<file path="src/rtl/core/ksm_pkg.sv">
// ----------------------------------------------------------------------------
// ksm_pkg
// Shared sizes, command and status codes, and types of the keyed score table.
// ----------------------------------------------------------------------------
`default_nettype none

package ksm_pkg;

    localparam int DEPTH      = 16;
    localparam int KEY_BITS   = 16;
    localparam int SCORE_BITS = 32;
    localparam int IDX_W      = $clog2(DEPTH);
    localparam int CNT_W      = $clog2(DEPTH + 1);
    localparam int CMD_W      = 2;
    localparam int STATUS_W   = 2;

    localparam int IN_BITS    = CMD_W + 2 * KEY_BITS + SCORE_BITS;
    localparam int IN_DATA_W  = ((IN_BITS + 7) / 8) * 8;
    localparam int OUT_BITS   = KEY_BITS + SCORE_BITS + CNT_W + 1 + STATUS_W;
    localparam int OUT_DATA_W = ((OUT_BITS + 7) / 8) * 8;

    typedef enum logic [CMD_W-1:0] {
        CMD_INSERT  = 2'd0,
        CMD_ERASE   = 2'd1,
        CMD_REPLACE = 2'd2,
        CMD_POP     = 2'd3
    } t_cmd;

    typedef enum logic [STATUS_W-1:0] {
        ST_DONE   = 2'd0,
        ST_ABSENT = 2'd1,
        ST_FULL   = 2'd2
    } t_status;

    typedef struct packed {
        logic [KEY_BITS-1:0]   key;
        logic [SCORE_BITS-1:0] score;
    } t_entry;

    typedef struct packed {
        logic eq_key;
        logic eq_new_key;
        logic beats_best;
    } t_cmp;

endpackage

`default_nettype wire

</file>
<file path="src/rtl/core/ksm_mem.sv">
// ----------------------------------------------------------------------------
// ksm_mem
// Key and score storage: one write port, one read port with registered data.
// ----------------------------------------------------------------------------
`default_nettype none

module ksm_mem (
    input  wire logic                      i_clk,
    input  wire logic                      i_wr_en,
    input  wire logic [ksm_pkg::IDX_W-1:0] i_wr_addr,
    input  wire ksm_pkg::t_entry           i_wr_data,
    input  wire logic [ksm_pkg::IDX_W-1:0] i_rd_addr,
    output ksm_pkg::t_entry                o_rd_data
);

    ksm_pkg::t_entry r_mem [ksm_pkg::DEPTH];
    ksm_pkg::t_entry r_rd_data;

    always_ff @(posedge i_clk) begin
        if (i_wr_en) begin
            r_mem[i_wr_addr] <= i_wr_data;
        end
        r_rd_data <= r_mem[i_rd_addr];
    end

    assign o_rd_data = r_rd_data;

endmodule

`default_nettype wire

</file>
<file path="src/rtl/core/ksm_cmp.sv">
// ----------------------------------------------------------------------------
// ksm_cmp
// Shared compare unit: key match for the search pass, rank test for rescan.
// ----------------------------------------------------------------------------
`default_nettype none

module ksm_cmp (
    input  wire ksm_pkg::t_entry              i_entry,
    input  wire logic [ksm_pkg::KEY_BITS-1:0] i_key,
    input  wire logic [ksm_pkg::KEY_BITS-1:0] i_new_key,
    input  wire ksm_pkg::t_entry              i_best,
    output ksm_pkg::t_cmp                     o_res
);

    // higher score wins, equal scores go to the lower key
    logic [ksm_pkg::SCORE_BITS+ksm_pkg::KEY_BITS-1:0] w_rank_entry;
    logic [ksm_pkg::SCORE_BITS+ksm_pkg::KEY_BITS-1:0] w_rank_best;

    assign w_rank_entry = {i_entry.score, ~i_entry.key};
    assign w_rank_best  = {i_best.score, ~i_best.key};

    assign o_res.eq_key     = (i_entry.key == i_key);
    assign o_res.eq_new_key = (i_entry.key == i_new_key);
    assign o_res.beats_best = (w_rank_entry > w_rank_best);

endmodule

`default_nettype wire

</file>
<file path="src/rtl/core/keyed_score_table_with_max.sv">
// ----------------------------------------------------------------------------
// keyed_score_table_with_max
// Key/score table with a tracked top entry, driven by a small sequencer.
// ----------------------------------------------------------------------------
// Each command beat is searched against all DEPTH entries through the single
// read port of the entry memory, one entry per cycle, then applied in the
// S_APPLY state. A pop, an erase of the top entry, an insert on the top's key,
// or a replace of the top's key that does not raise the top score walks the
// table once more to find the new top. s_axis_tready is high only between
// commands; a finished result waits in the output register while the next
// command is accepted. Entries hold no reset value; only valid entries are
// ever used.
// ----------------------------------------------------------------------------
`default_nettype none

module keyed_score_table_with_max (
    input  wire logic                               i_clk,
    input  wire logic                               i_rst_n,
    input  wire logic                               s_axis_tvalid,
    output logic                                    s_axis_tready,
    // cmd, key, new_key, score, zero pad
    input  wire logic [ksm_pkg::IN_DATA_W-1:0]      s_axis_tdata,
    output logic                                    m_axis_tvalid,
    input  wire logic                               m_axis_tready,
    // top_key, top_score, entry_count, is_empty, status
    output logic [ksm_pkg::OUT_DATA_W-1:0]          m_axis_tdata
);

    localparam int KB = ksm_pkg::KEY_BITS;
    localparam int SB = ksm_pkg::SCORE_BITS;
    localparam int IW = ksm_pkg::IDX_W;
    localparam int CW = ksm_pkg::CNT_W;

    typedef enum logic [2:0] {
        S_IDLE,
        S_FIND,
        S_APPLY,
        S_RESCAN,
        S_DONE
    } t_state;

    // control
    t_state                     r_state,      n_state;
    logic [IW:0]                r_idx,        n_idx;
    logic                       r_live,       n_live;
    logic [ksm_pkg::DEPTH-1:0]  r_valid,      n_valid;
    logic [CW-1:0]              r_count,      n_count;
    logic                       r_top_valid,  n_top_valid;
    logic [IW-1:0]              r_top_idx,    n_top_idx;
    logic                       r_hit_k,      n_hit_k;
    logic                       r_hit_nk,     n_hit_nk;
    logic                       r_free_hit,   n_free_hit;
    logic                       r_best_found, n_best_found;
    logic                       r_out_valid,  n_out_valid;

    // payload
    ksm_pkg::t_cmd              r_cmd,        n_cmd;
    logic [KB-1:0]              r_key,        n_key;
    logic [KB-1:0]              r_nkey,       n_nkey;
    logic [SB-1:0]              r_score,      n_score;
    logic [IW-1:0]              r_rd_idx,     n_rd_idx;
    logic [IW-1:0]              r_slot_k,     n_slot_k;
    logic [IW-1:0]              r_slot_nk,    n_slot_nk;
    logic [IW-1:0]              r_free_slot,  n_free_slot;
    ksm_pkg::t_entry            r_top,        n_top;
    logic [IW-1:0]              r_best_idx,   n_best_idx;
    ksm_pkg::t_entry            r_best,       n_best;
    ksm_pkg::t_status           r_status,     n_status;
    logic [ksm_pkg::OUT_DATA_W-1:0] r_out_data, n_out_data;

    logic                       w_wr_en;
    logic [IW-1:0]              w_wr_addr;
    ksm_pkg::t_entry            w_wr_data;
    logic [IW-1:0]              w_rd_addr;
    ksm_pkg::t_entry            w_rd_data;
    ksm_pkg::t_cmp              w_cmp;
    logic                       w_accept;
    logic                       w_scan_more;

    assign w_accept    = s_axis_tvalid && s_axis_tready;
    assign w_scan_more = (r_idx < (IW + 1)'(ksm_pkg::DEPTH));
    assign w_rd_addr   = w_scan_more ? r_idx[IW-1:0] : '0;

    ksm_mem u_mem (
        .i_clk     (i_clk),
        .i_wr_en   (w_wr_en),
        .i_wr_addr (w_wr_addr),
        .i_wr_data (w_wr_data),
        .i_rd_addr (w_rd_addr),
        .o_rd_data (w_rd_data)
    );

    ksm_cmp u_cmp (
        .i_entry   (w_rd_data),
        .i_key     (r_key),
        .i_new_key (r_nkey),
        .i_best    (r_best),
        .o_res     (w_cmp)
    );

    always_comb begin
        logic                 v_rescan;
        logic [IW-1:0]        v_t;
        logic                 v_found;
        logic [IW-1:0]        v_bidx;
        ksm_pkg::t_entry      v_best;
        logic [KB-1:0]        v_out_key;
        logic [SB-1:0]        v_out_score;

        n_state      = r_state;
        n_idx        = r_idx;
        n_live       = r_live;
        n_valid      = r_valid;
        n_count      = r_count;
        n_top_valid  = r_top_valid;
        n_top_idx    = r_top_idx;
        n_hit_k      = r_hit_k;
        n_hit_nk     = r_hit_nk;
        n_free_hit   = r_free_hit;
        n_best_found = r_best_found;
        n_out_valid  = r_out_valid;
        n_cmd        = r_cmd;
        n_key        = r_key;
        n_nkey       = r_nkey;
        n_score      = r_score;
        n_rd_idx     = r_rd_idx;
        n_slot_k     = r_slot_k;
        n_slot_nk    = r_slot_nk;
        n_free_slot  = r_free_slot;
        n_top        = r_top;
        n_best_idx   = r_best_idx;
        n_best       = r_best;
        n_status     = r_status;
        n_out_data   = r_out_data;
        w_wr_en      = 1'b0;
        w_wr_addr    = r_slot_k;
        w_wr_data    = '{key: r_key, score: r_score};
        v_rescan     = 1'b0;
        v_t          = r_slot_k;
        v_found      = r_best_found;
        v_bidx       = r_best_idx;
        v_best       = r_best;
        v_out_key    = '0;
        v_out_score  = '0;

        if (r_out_valid && m_axis_tready) begin
            n_out_valid = 1'b0;
        end

        unique case (r_state)
            S_IDLE: begin
                if (w_accept) begin
                    n_cmd      = ksm_pkg::t_cmd'(s_axis_tdata[ksm_pkg::CMD_W-1:0]);
                    n_key      = s_axis_tdata[ksm_pkg::CMD_W +: KB];
                    n_nkey     = s_axis_tdata[ksm_pkg::CMD_W + KB +: KB];
                    n_score    = s_axis_tdata[ksm_pkg::CMD_W + 2 * KB +: SB];
                    n_idx      = '0;
                    n_live     = 1'b0;
                    n_hit_k    = 1'b0;
                    n_hit_nk   = 1'b0;
                    n_free_hit = 1'b0;
                    n_status   = ksm_pkg::ST_DONE;
                    n_state    = S_FIND;
                end
            end
            S_FIND: begin
                if (r_live) begin
                    if (r_valid[r_rd_idx] && w_cmp.eq_key && !r_hit_k) begin
                        n_hit_k  = 1'b1;
                        n_slot_k = r_rd_idx;
                    end
                    if (r_valid[r_rd_idx] && w_cmp.eq_new_key && !r_hit_nk) begin
                        n_hit_nk  = 1'b1;
                        n_slot_nk = r_rd_idx;
                    end
                    if (!r_valid[r_rd_idx] && !r_free_hit) begin
                        n_free_hit  = 1'b1;
                        n_free_slot = r_rd_idx;
                    end
                end
                if (w_scan_more) begin
                    n_live   = 1'b1;
                    n_rd_idx = r_idx[IW-1:0];
                    n_idx    = r_idx + 1'b1;
                end else begin
                    n_live  = 1'b0;
                    n_state = S_APPLY;
                end
            end
            S_APPLY: begin
                unique case (r_cmd)
                    ksm_pkg::CMD_INSERT: begin
                        if (r_hit_k) begin
                            w_wr_en   = 1'b1;
                            w_wr_addr = r_slot_k;
                            if (r_top_valid && r_slot_k == r_top_idx) begin
                                v_rescan = 1'b1;
                            end else if (!r_top_valid || r_score > r_top.score) begin
                                n_top_valid = 1'b1;
                                n_top_idx   = r_slot_k;
                                n_top       = '{key: r_key, score: r_score};
                            end
                        end else if (!r_free_hit) begin
                            n_status = ksm_pkg::ST_FULL;
                        end else begin
                            w_wr_en              = 1'b1;
                            w_wr_addr            = r_free_slot;
                            n_valid[r_free_slot] = 1'b1;
                            n_count              = r_count + 1'b1;
                            if (!r_top_valid || r_score > r_top.score) begin
                                n_top_valid = 1'b1;
                                n_top_idx   = r_free_slot;
                                n_top       = '{key: r_key, score: r_score};
                            end
                        end
                    end
                    ksm_pkg::CMD_ERASE: begin
                        if (!r_hit_k) begin
                            n_status = ksm_pkg::ST_ABSENT;
                        end else begin
                            n_valid[r_slot_k] = 1'b0;
                            n_count           = r_count - 1'b1;
                            if (r_top_valid && r_slot_k == r_top_idx) begin
                                v_rescan = 1'b1;
                            end
                        end
                    end
                    ksm_pkg::CMD_REPLACE: begin
                        if (!r_hit_k) begin
                            n_status = ksm_pkg::ST_ABSENT;
                        end else begin
                            v_t = r_hit_nk ? r_slot_nk : r_slot_k;
                            if (r_hit_nk && r_slot_nk != r_slot_k) begin
                                n_valid[r_slot_k] = 1'b0;
                                n_count           = r_count - 1'b1;
                            end
                            w_wr_en   = 1'b1;
                            w_wr_addr = v_t;
                            w_wr_data = '{key: r_nkey, score: r_score};
                            // the top pointer may stay on a rewritten entry
                            if (r_top_valid && v_t == r_top_idx) begin
                                n_top = '{key: r_nkey, score: r_score};
                            end
                            if (!r_top_valid || r_score > r_top.score) begin
                                n_top_valid = 1'b1;
                                n_top_idx   = v_t;
                                n_top       = '{key: r_nkey, score: r_score};
                            end else if (r_top_valid && r_slot_k == r_top_idx) begin
                                v_rescan = 1'b1;
                            end
                        end
                    end
                    ksm_pkg::CMD_POP: begin
                        if (!r_top_valid) begin
                            n_status = ksm_pkg::ST_ABSENT;
                        end else begin
                            n_valid[r_top_idx] = 1'b0;
                            n_count            = r_count - 1'b1;
                            v_rescan           = 1'b1;
                        end
                    end
                    default: begin
                    end
                endcase
                if (v_rescan) begin
                    n_idx        = '0;
                    n_live       = 1'b0;
                    n_best_found = 1'b0;
                    n_state      = S_RESCAN;
                end else begin
                    n_state = S_DONE;
                end
            end
            S_RESCAN: begin
                if (r_live && r_valid[r_rd_idx] && (!r_best_found || w_cmp.beats_best)) begin
                    v_found = 1'b1;
                    v_bidx  = r_rd_idx;
                    v_best  = w_rd_data;
                end
                n_best_found = v_found;
                n_best_idx   = v_bidx;
                n_best       = v_best;
                if (w_scan_more) begin
                    n_live   = 1'b1;
                    n_rd_idx = r_idx[IW-1:0];
                    n_idx    = r_idx + 1'b1;
                end else begin
                    n_live      = 1'b0;
                    n_top_valid = v_found;
                    n_top_idx   = v_found ? v_bidx : '0;
                    n_top       = v_best;
                    n_state     = S_DONE;
                end
            end
            S_DONE: begin
                if (!r_out_valid || m_axis_tready) begin
                    if (r_top_valid) begin
                        v_out_key   = r_top.key;
                        v_out_score = r_top.score;
                    end
                    n_out_data = ksm_pkg::OUT_DATA_W'({r_status, (r_count == '0), r_count,
                                                       v_out_score, v_out_key});
                    n_out_valid = 1'b1;
                    n_state     = S_IDLE;
                end
            end
            default: begin
                n_state = S_IDLE;
            end
        endcase
    end

    always_ff @(posedge i_clk) begin
        if (!i_rst_n) begin
            r_state      <= S_IDLE;
            r_idx        <= '0;
            r_live       <= 1'b0;
            r_valid      <= '0;
            r_count      <= '0;
            r_top_valid  <= 1'b0;
            r_top_idx    <= '0;
            r_hit_k      <= 1'b0;
            r_hit_nk     <= 1'b0;
            r_free_hit   <= 1'b0;
            r_best_found <= 1'b0;
            r_out_valid  <= 1'b0;
        end else begin
            r_state      <= n_state;
            r_idx        <= n_idx;
            r_live       <= n_live;
            r_valid      <= n_valid;
            r_count      <= n_count;
            r_top_valid  <= n_top_valid;
            r_top_idx    <= n_top_idx;
            r_hit_k      <= n_hit_k;
            r_hit_nk     <= n_hit_nk;
            r_free_hit   <= n_free_hit;
            r_best_found <= n_best_found;
            r_out_valid  <= n_out_valid;
        end
    end

    always_ff @(posedge i_clk) begin
        r_cmd       <= n_cmd;
        r_key       <= n_key;
        r_nkey      <= n_nkey;
        r_score     <= n_score;
        r_rd_idx    <= n_rd_idx;
        r_slot_k    <= n_slot_k;
        r_slot_nk   <= n_slot_nk;
        r_free_slot <= n_free_slot;
        r_top       <= n_top;
        r_best_idx  <= n_best_idx;
        r_best      <= n_best;
        r_status    <= n_status;
        r_out_data  <= n_out_data;
    end

    assign s_axis_tready = (r_state == S_IDLE);
    assign m_axis_tvalid = r_out_valid;
    assign m_axis_tdata  = r_out_data;

    a_top_tracks_count: assert property (@(posedge i_clk) disable iff (!i_rst_n)
        (r_state == S_IDLE) |-> (r_top_valid == (r_count != '0)))
        else $error("top flag disagrees with entry count");

    a_count_bound: assert property (@(posedge i_clk) disable iff (!i_rst_n)
        r_count <= CW'(ksm_pkg::DEPTH))
        else $error("entry count above table depth");

    a_top_entry_valid: assert property (@(posedge i_clk) disable iff (!i_rst_n)
        (r_state == S_IDLE && r_top_valid) |-> r_valid[r_top_idx])
        else $error("top points at an empty slot");

    a_accept_starts_search: assert property (@(posedge i_clk) disable iff (!i_rst_n)
        w_accept |=> (r_state == S_FIND && r_idx == '0))
        else $error("accepted beat did not start a search");

endmodule

`default_nettype wire

</file>
<file path="config.mk">
export PLATFORM = sky130hd
export DESIGN_NAME = keyed_score_table_with_max
export DESIGN_NICKNAME = d
export VERILOG_FILES = /design/src/rtl/core/ksm_pkg.sv /design/src/rtl/core/ksm_mem.sv /design/src/rtl/core/ksm_cmp.sv /design/src/rtl/core/keyed_score_table_with_max.sv
export SDC_FILE = /design/constraint.sdc
export NUM_CORES = 1
export LEC_CHECK = 0
export BUFFER_PORTS_ARGS = -buffer_cell sky130_fd_sc_hd__buf_2
export CAP_MARGIN = 20
export CORE_AREA = 2 2 323 325
export CTS_CLUSTER_DIAMETER = 60
export DETAILED_ROUTE_END_ITERATION = 7
export DIE_AREA = 0 0 325 327
export GPL_ROUTABILITY_DRIVEN = 0
export PLACE_DENSITY_LB_ADDON = 0.08
export SYNTH_ARGS = -nofsm -noshare
export SYNTH_HDL_FRONTEND = slang
export SYNTH_SLANG_ARGS = --single-unit
</file>
<file path="constraint.sdc">
create_clock -name i_clk -period 9.9 [get_ports i_clk]
set_input_delay 0.495 -clock i_clk [delete_from_list [all_inputs] [get_ports i_clk]]
set_output_delay 0.495 -clock i_clk [all_outputs]
set_load 0.01 [all_outputs]
</file>
==> results of run 1 <==
==> state kept, by name, summed over array words and instances, names as in the netlist, 32 cells and up <==
| signal | flops |
|---|---|
| u_mem.r_mem | 768 |
| u_mem.o_rd_data | 48 |
| r_score | 32 |
| r_top | 48 |
| r_best | 48 |
| m_axis_tdata | 56 |
==> synth_stat cells (all sizes together) (5+ instances only) <==
cell | number | area (µm²)
mux4 | 5 | 128
a21o | 26 | 195
o221ai | 49 | 429
o31ai | 48 | 360
nand3 | 69 | 345
o21ai | 115 | 576
nand2b | 12 | 75.1
a22o | 5 | 43.8
edfxtp | 1008 | 30300
and3 | 5 | 31.3
a22oi | 19 | 143
clkbuf | 140 | 527
a21oi | 243 | 1220
nand2 | 256 | 961
o22ai | 20 | 125
nor2b | 58 | 363
mux2i | 124 | 1240
dfxtp | 88 | 1760
nor2 | 119 | 447
xor2 | 38 | 333
nand4 | 16 | 100
nor3 | 13 | 65.1
buf | 44 | 218
mux2 | 244 | 2860
a211oi | 109 | 818
inv | 98 | 368
xnor2 | 8 | 70.1
and2 | 20 | 128
o211ai | 6 | 58.8
nor4 | 14 | 87.6
ha | 88 | 1100
==> placed cells by master (no fill, tap or decap), types with 26 or more instances in the layout <==
cell type,n
ha_1,88
dlygate4sd3_1,65
a211oi_1,109
mux2_2,214
a21o_1,26
buf_4,46
nand2_1,256
nor2b_1,56
xor2_1,38
mux2_4,30
clkbuf_1,28
clkbuf_16,117
nor2_1,101
dfxtp_1,84
buf_2,127
inv_1,97
a21oi_1,243
o31ai_1,48
edfxtp_1,1008
mux2i_1,124
o21ai_0,115
o221ai_1,49
nand3_1,69
==> cells by family (layout without fill, tap and decap cells) <==
family                   count (synthesis)  after routing  synth area share
buffers and inverters                  283            558            0.0243
other                                    0              1                 0
adder cells (fa/ha/maj)                 89             89            0.0244
AND/OR/NAND/NOR                        599            599            0.0597
AO/OA/AOI/OAI                          674            674            0.0928
multiplexers                           373            373            0.0921
flip-flops                            1096           1096             0.698
XOR/XNOR                                46             46           0.00878
==> power groups by stage <==
stage,logic [mW],clock network [mW],registers (mW)
2_1_floorplan,0.320,0,5.25
3_3_place_gp,0.454,0,5.30
3_5_place_dp,0.463,0,5.30
4_1_cts,0.485,4.40,5.20
5_1_grt,0.529,4.59,5.21
6_report,0.484,4.32,5.20
==> worst reg2reg max path, delay by kind of cell (launching register included) <==
kind	cells	cell delay [ns]
AOI/OAI and AO/OA	2	1.48
adders and majority gates	1	0.38
buffers and inverters	2	0.85
DFF	1	0.82
and+or+nand+nor	4	0.70
==> through the flow <==
step / hold slack [ns] / std cells
2_1_floorplan: 0.400 / 3160
3_3_place_gp: 0.410 / 4531
3_5_place_dp: 0.416 / 4532
4_1_cts: 0.00885 / 4815
5_1_grt: 0.0188 / 4815
6_report: 0.0508 / 4816
==> routing by layer <==
layer | part of all wire | wire (µm)
met1 | 0.45 | 55700
met2 | 0.47 | 57200
met3 | 0.057 | 6990
met4 | 0.023 | 2840
met5 | 0 | 0
==> area by class of cell <==
type / count / area (µm²) / share of cell area
Sequential cell: 1096 / 32000 / 0.609
Clock inverter: 66 / 672 / 0.0128
Tap cell: 1380 / 1730 / 0.0328
Antenna cell: 1 / 2.50 / 0.0000476
Inverter: 99 / 374 / 0.00711
Timing Repair Buffer: 241 / 1700 / 0.0323
Clock buffer: 152 / 3130 / 0.0595
Multi-Input combinational cell: 1781 / 12900 / 0.246
==> worst max-delay path by stage <==
| stage | start | end | slack, ns | cells past startpoint |
|---|---|---|---|---|
| 2_1_floorplan | r_score[14] | r_top[0] | 5.26 | 6 |
| 5_1_grt | r_cmd[1] | u_mem.r_mem[14][43] | 5.02 | 9 |
| 4_1_cts | r_score[15] | r_top[29] | 5.29 | 9 |
| 6_report | r_score[15] | r_top[29] | 5.25 | 9 |
| 3_3_place_gp | r_score[15] | r_top[40] | 5.38 | 9 |
| 3_5_place_dp | r_score[15] | r_top[42] | 5.30 | 9 |
==> impl_metrics.toml, run 1 <==
[power_and_ir_drop]
power_frac_comb = 0.048
seq_power_share = 0.520
peakVddDrop_v = 0.000133
totalPowerFinal_mw = 10.0
cellPowerDensity_nw_per_um2 = 190
netSwitchingFraction = 0.218
power.internal_mw = 7.82
share_clk_of_total_power = 0.432
power_leakage_nw = 18.1
power_switching_mw = 2.19

[worst_setup_path]
max_fo_critical_path = 32
cpMostUsedCell = "buf_4"
critPathTopFamily = "compound AO/OA/AOI/OAI gates"
critPathArrivalTime_ns = 4.96
cp-end-kind = "flop"
critical_path.startpoint_type = "flop"
critical_path_buf_inv_count = 2
required_ns = 10.21
r2r_setup_slk_ns = 5.25
worst_path_max_delay_cell = "a31oi_1"
worst_path_largest_cell_delay_ns = 0.83
timing.critical_path.cells = "ha_1, nand4_1, nor4_1, buf_4, and2_1, a31oi_1, nor2_1, a31oi_4, buf_4"
r2r-start = "r_score[15]"
crit_type = "reg2reg"
rr_worst_depth = 9
timing.rr.end = "r_top[29]"

[clock_network]
clk-insertion-delay-late_ns = 0.70
ctsHoldBuffers = 65
cts-htree-levels = 3
cts_buffers = 117
post_cts_resized = 0
cts_setup_buffers = 0
tritoncts_clock_tree = "built"
clkSlewWorstSetupHoldPaths_ns = 0.06
cts_num_sinks = 1096
cts-root-buf = "clkbuf_16"
clk_path_buf_depth = 3

[floorplanning]
die_area_um2 = 106000
die_height_um = 327
fp.dieW_um = 325
row_count = 118
core-area_um2 = 103000
pin_count = 134
start_util = 0.446

[final_layout]
stdcell_area_um2 = 52600
num-nets-final = 3501
fillCellCount = 8653
post-route-util = 0.511
synthToLayoutAreaGrowth_pct = 14.6
layout-drive-gt1-share = 0.186

[global_route]
wire_length_of_the_first_global_routing_pass_um = 180000
grt_pass1_vias = 27800
use_met2 = 0.370
antenna_found_initial = 6
gr-usage-met1 = 0.321
grt_max_degree = 140
grt.overflow.total = 0
use_met3 = 0.0363
grt_usage = 0.228
gr-max-usage-layer = "met2"

[logic_synthesis]
seq_area_frac_synth = 0.698
avgSynthCellArea_um2 = 14.5
synth-seq-cells = 1096
async_flop_share = 0
yosys.cell_types.count = 64
yosysWarnings = 0
synth_top_flop_cell = "edfxtp_1"
netlist_instances = 3160
post_synth_instance_area_um2 = 45900
postSynthNetCount = 3325
edff_count_synth = 1008

[timing]
finalWorstSetupSlack_ns = 5.25
tightestPinTransition_ns = 1.16
final_worst_path_period_share = 0.469
fmaxAchievable_mhz = 215
grt_setup_unrepaired = "no"
final_hold_viol_count = 0
max_transition_viols_final = 0
slew-limit-headroom = 0.225
finalCriticalPeriod_ns = 4.65
finalSetupViolCount = 0
fin_worst_skew_ns = 0.0230
setup_total_negative_slack_ns = 0

[drt]
detailed_routing_iterations_pass_1 = 8
vias = 27500
post_drt_wl_per_cell_um = 25.5
detail-route-antenna-nets = 0
via_per_inst = 5.72
initialDrtViolationCount = 2444
post-route-drc-count = 0
wirelength_um = 123000

[placed_design]
portBuffers = 127
dp_hpwl_um = 65800
dpl-instance-area_um2 = 48100
detailedPlace.worstSlack_ns = 5.30

[min_path]
min_path_type = "in2reg"
number_of_cells_on_the_worst_hold_path = 1
worst_hold_startpoint = "s_axis_tdata[64]"
holdPathEnd = "r_score[30]"

[run_status]
result_of_the_run = "finished clean"

[job]
maxCapViolCount = 0
No activity file was read; power rests on OpenSTA's default activity.
==> run 2, diff against run 1 <==
Clock period 9.9 ns to 4.3 ns, I/O delays scaled along.
==> impl_metrics.toml, run 2 (synthesis results as in run 1) <==
[run_status]
result_of_the_run = "finished clean"

[timing]
final_worst_path_period_share = 0.912
grt_setup_unrepaired = "no"
slew-limit-headroom = 0.309
finalSetupViolCount = 0
fin_worst_skew_ns = 0.0338
tightestPinTransition_ns = 1.03
finalCriticalPeriod_ns = 3.92
final.hold.worst_slack_ns = 0.212
finalWorstSetupSlack_ns = 0.377
setup_total_negative_slack_ns = 0
max_transition_viols_final = 0
final_hold_viol_count = 0
fmaxAchievable_mhz = 255

[placed_design]
portBuffers = 127
dp_hpwl_um = 70300
detailedPlace.worstSlack_ns = 0.179

[floorplanning]
start_util = 0.446
die_area_um2 = 106000
die_height_um = 327
row_count = 118
core-area_um2 = 103000
fp.dieW_um = 325
pin_count = 134

[drt]
detailed_routing_iterations_pass_1 = 5
post-route-drc-count = 0
wirelength_um = 122000
via_per_inst = 5.66
post_drt_wl_per_cell_um = 25.0
detail-route-antenna-nets = 0
initialDrtViolationCount = 2300
vias = 27600

[global_route]
grt_usage = 0.227
antenna_found_initial = 7
grt_pass1_vias = 28100
grt.overflow.total = 0
wire_length_of_the_first_global_routing_pass_um = 180000
grt_max_degree = 133

[final_layout]
layout.cells.most_common = "edfxtp_1"
synthToLayoutAreaGrowth_pct = 16.7
largest_register_ffs = 768
layout-drive-gt1-share = 0.197
post-route-util = 0.520
max_flop_register = "u_mem.r_mem"
layout.cells.most_common_list = "edfxtp_1 (1,008), nand2_1 (256), a21oi_1 (243)"
num-nets-final = 3558
fillCellCount = 8583

[clock_network]
clk_path_buf_depth = 3
cts_buffers = 120
cts-root-buf = "clkbuf_16"
cts-htree-levels = 3
clk-insertion-delay-late_ns = 0.71
cts_num_sinks = 1096
tritoncts_clock_tree = "built"
clkSlewWorstSetupHoldPaths_ns = 0.06

[power_and_ir_drop]
cellPowerDensity_nw_per_um2 = 445
peakVddDrop_v = 0.000347
totalPowerFinal_mw = 23.8
power_leakage_nw = 18.6

[worst_setup_path]
worst_path_max_delay_cell = "edfxtp_1"
critical_path.startpoint_type = "flop"
timing.critical_path.cells = "ha_1, nand4_1, nor4_2, buf_4, and2_1, a31oi_1, o22ai_1, a31oi_1, buf_4, nand3_1, a21oi_1"
max_fo_critical_path = 18
critPathTopFamily = "compound AO/OA/AOI/OAI gates"
crit_type = "reg2reg"
critical_path_buf_inv_count = 2
worst_path_largest_cell_delay_ns = 0.86
required_ns = 4.92
cp-end-kind = "flop"
critPathArrivalTime_ns = 4.54

[job]
maxCapViolCount = 0

[min_path]
min_path_type = "in2reg"
run 2: cell types whose count changed in the layout (fill, tap and decap cells not counted), moves of 3 or more:
cell and change:
clkinvlp_4 -4, inv_6 -3, dlygate4sd3_1 +4, bufinv_16 +8
clkinv_4 -5, clkbuf_16 +8, clkinv_1 +9, buf_4 +34
buf_12 +16
run 2: worst reg2reg max path: cells and delay by family, from the launching register on:
kind	cells	cell delay [ns]
simple gates	4	0.56
fa+ha+maj	1	0.39
compound gates	4	1.64
flops	1	0.86
buf+inv	2	0.39
run 2: final timing paths:
check                                       from                to  slack (ns)  cells after the start
worst max-delay path                 r_score[14]            r_live        0.38                     11
worst min-delay path            s_axis_tdata[61]       r_score[27]        0.21                      2
worst max register to register       r_score[14]            r_live        0.38                     11
worst min register to register       r_status[0]  m_axis_tdata[54]        0.43                      0
run 2: report_power, final:
group / total (mW) / leakage, nW / switching, mW / internal [mW]
combinational: 1.20 / 6.71 / 0.715 / 0.486
sequential: 11.9 / 9.86 / 0.185 / 11.8
clock: 10.7 / 2.01 / 4.16 / 6.52
total: 23.8 / 18.6 / 5.06 / 18.8
run 2: area by class of cell:
type	count	area, µm²	share of cell area
Multi-Input combinational cell	1781	13000	0.242
Timing Repair Buffer	295	2310	0.0432
Antenna cell	1	2.50	0.0000467
Clock buffer	159	3320	0.0619
Tap cell	1380	1730	0.0322
Inverter	99	373	0.00696
Sequential cell	1096	32000	0.598
Clock inverter	68	816	0.0152
run 2: what timing repair did:
item | in CTS | in global routing
endpoints found under the setup margin | 0 | 36
hold buffers | 69 | 0
setup buffers | 0 | 0
endpoints found under the hold margin | 75 | 0
resized for setup | 0 | 1
run 2: per-stage QoR:
| stage | cell area [µm²] | instances |
|---|---|---|
| 6_report | 53500 | 4879 |
| 4_1_cts | 53500 | 4878 |
| 2_1_floorplan | 45900 | 3160 |
| 3_5_place_dp | 48700 | 4582 |
| 3_3_place_gp | 48700 | 4581 |
| 5_1_grt | 53500 | 4879 |
run 2: layer usage:
metal  vias to the layer above  share of wire  global-route usage
met4                         0          0.021              0.0600
li1                      12600              -                   -
met1                     14100           0.46               0.323
met2                       810           0.46               0.367
met5                         -              0                   0
met3                       156          0.056              0.0351
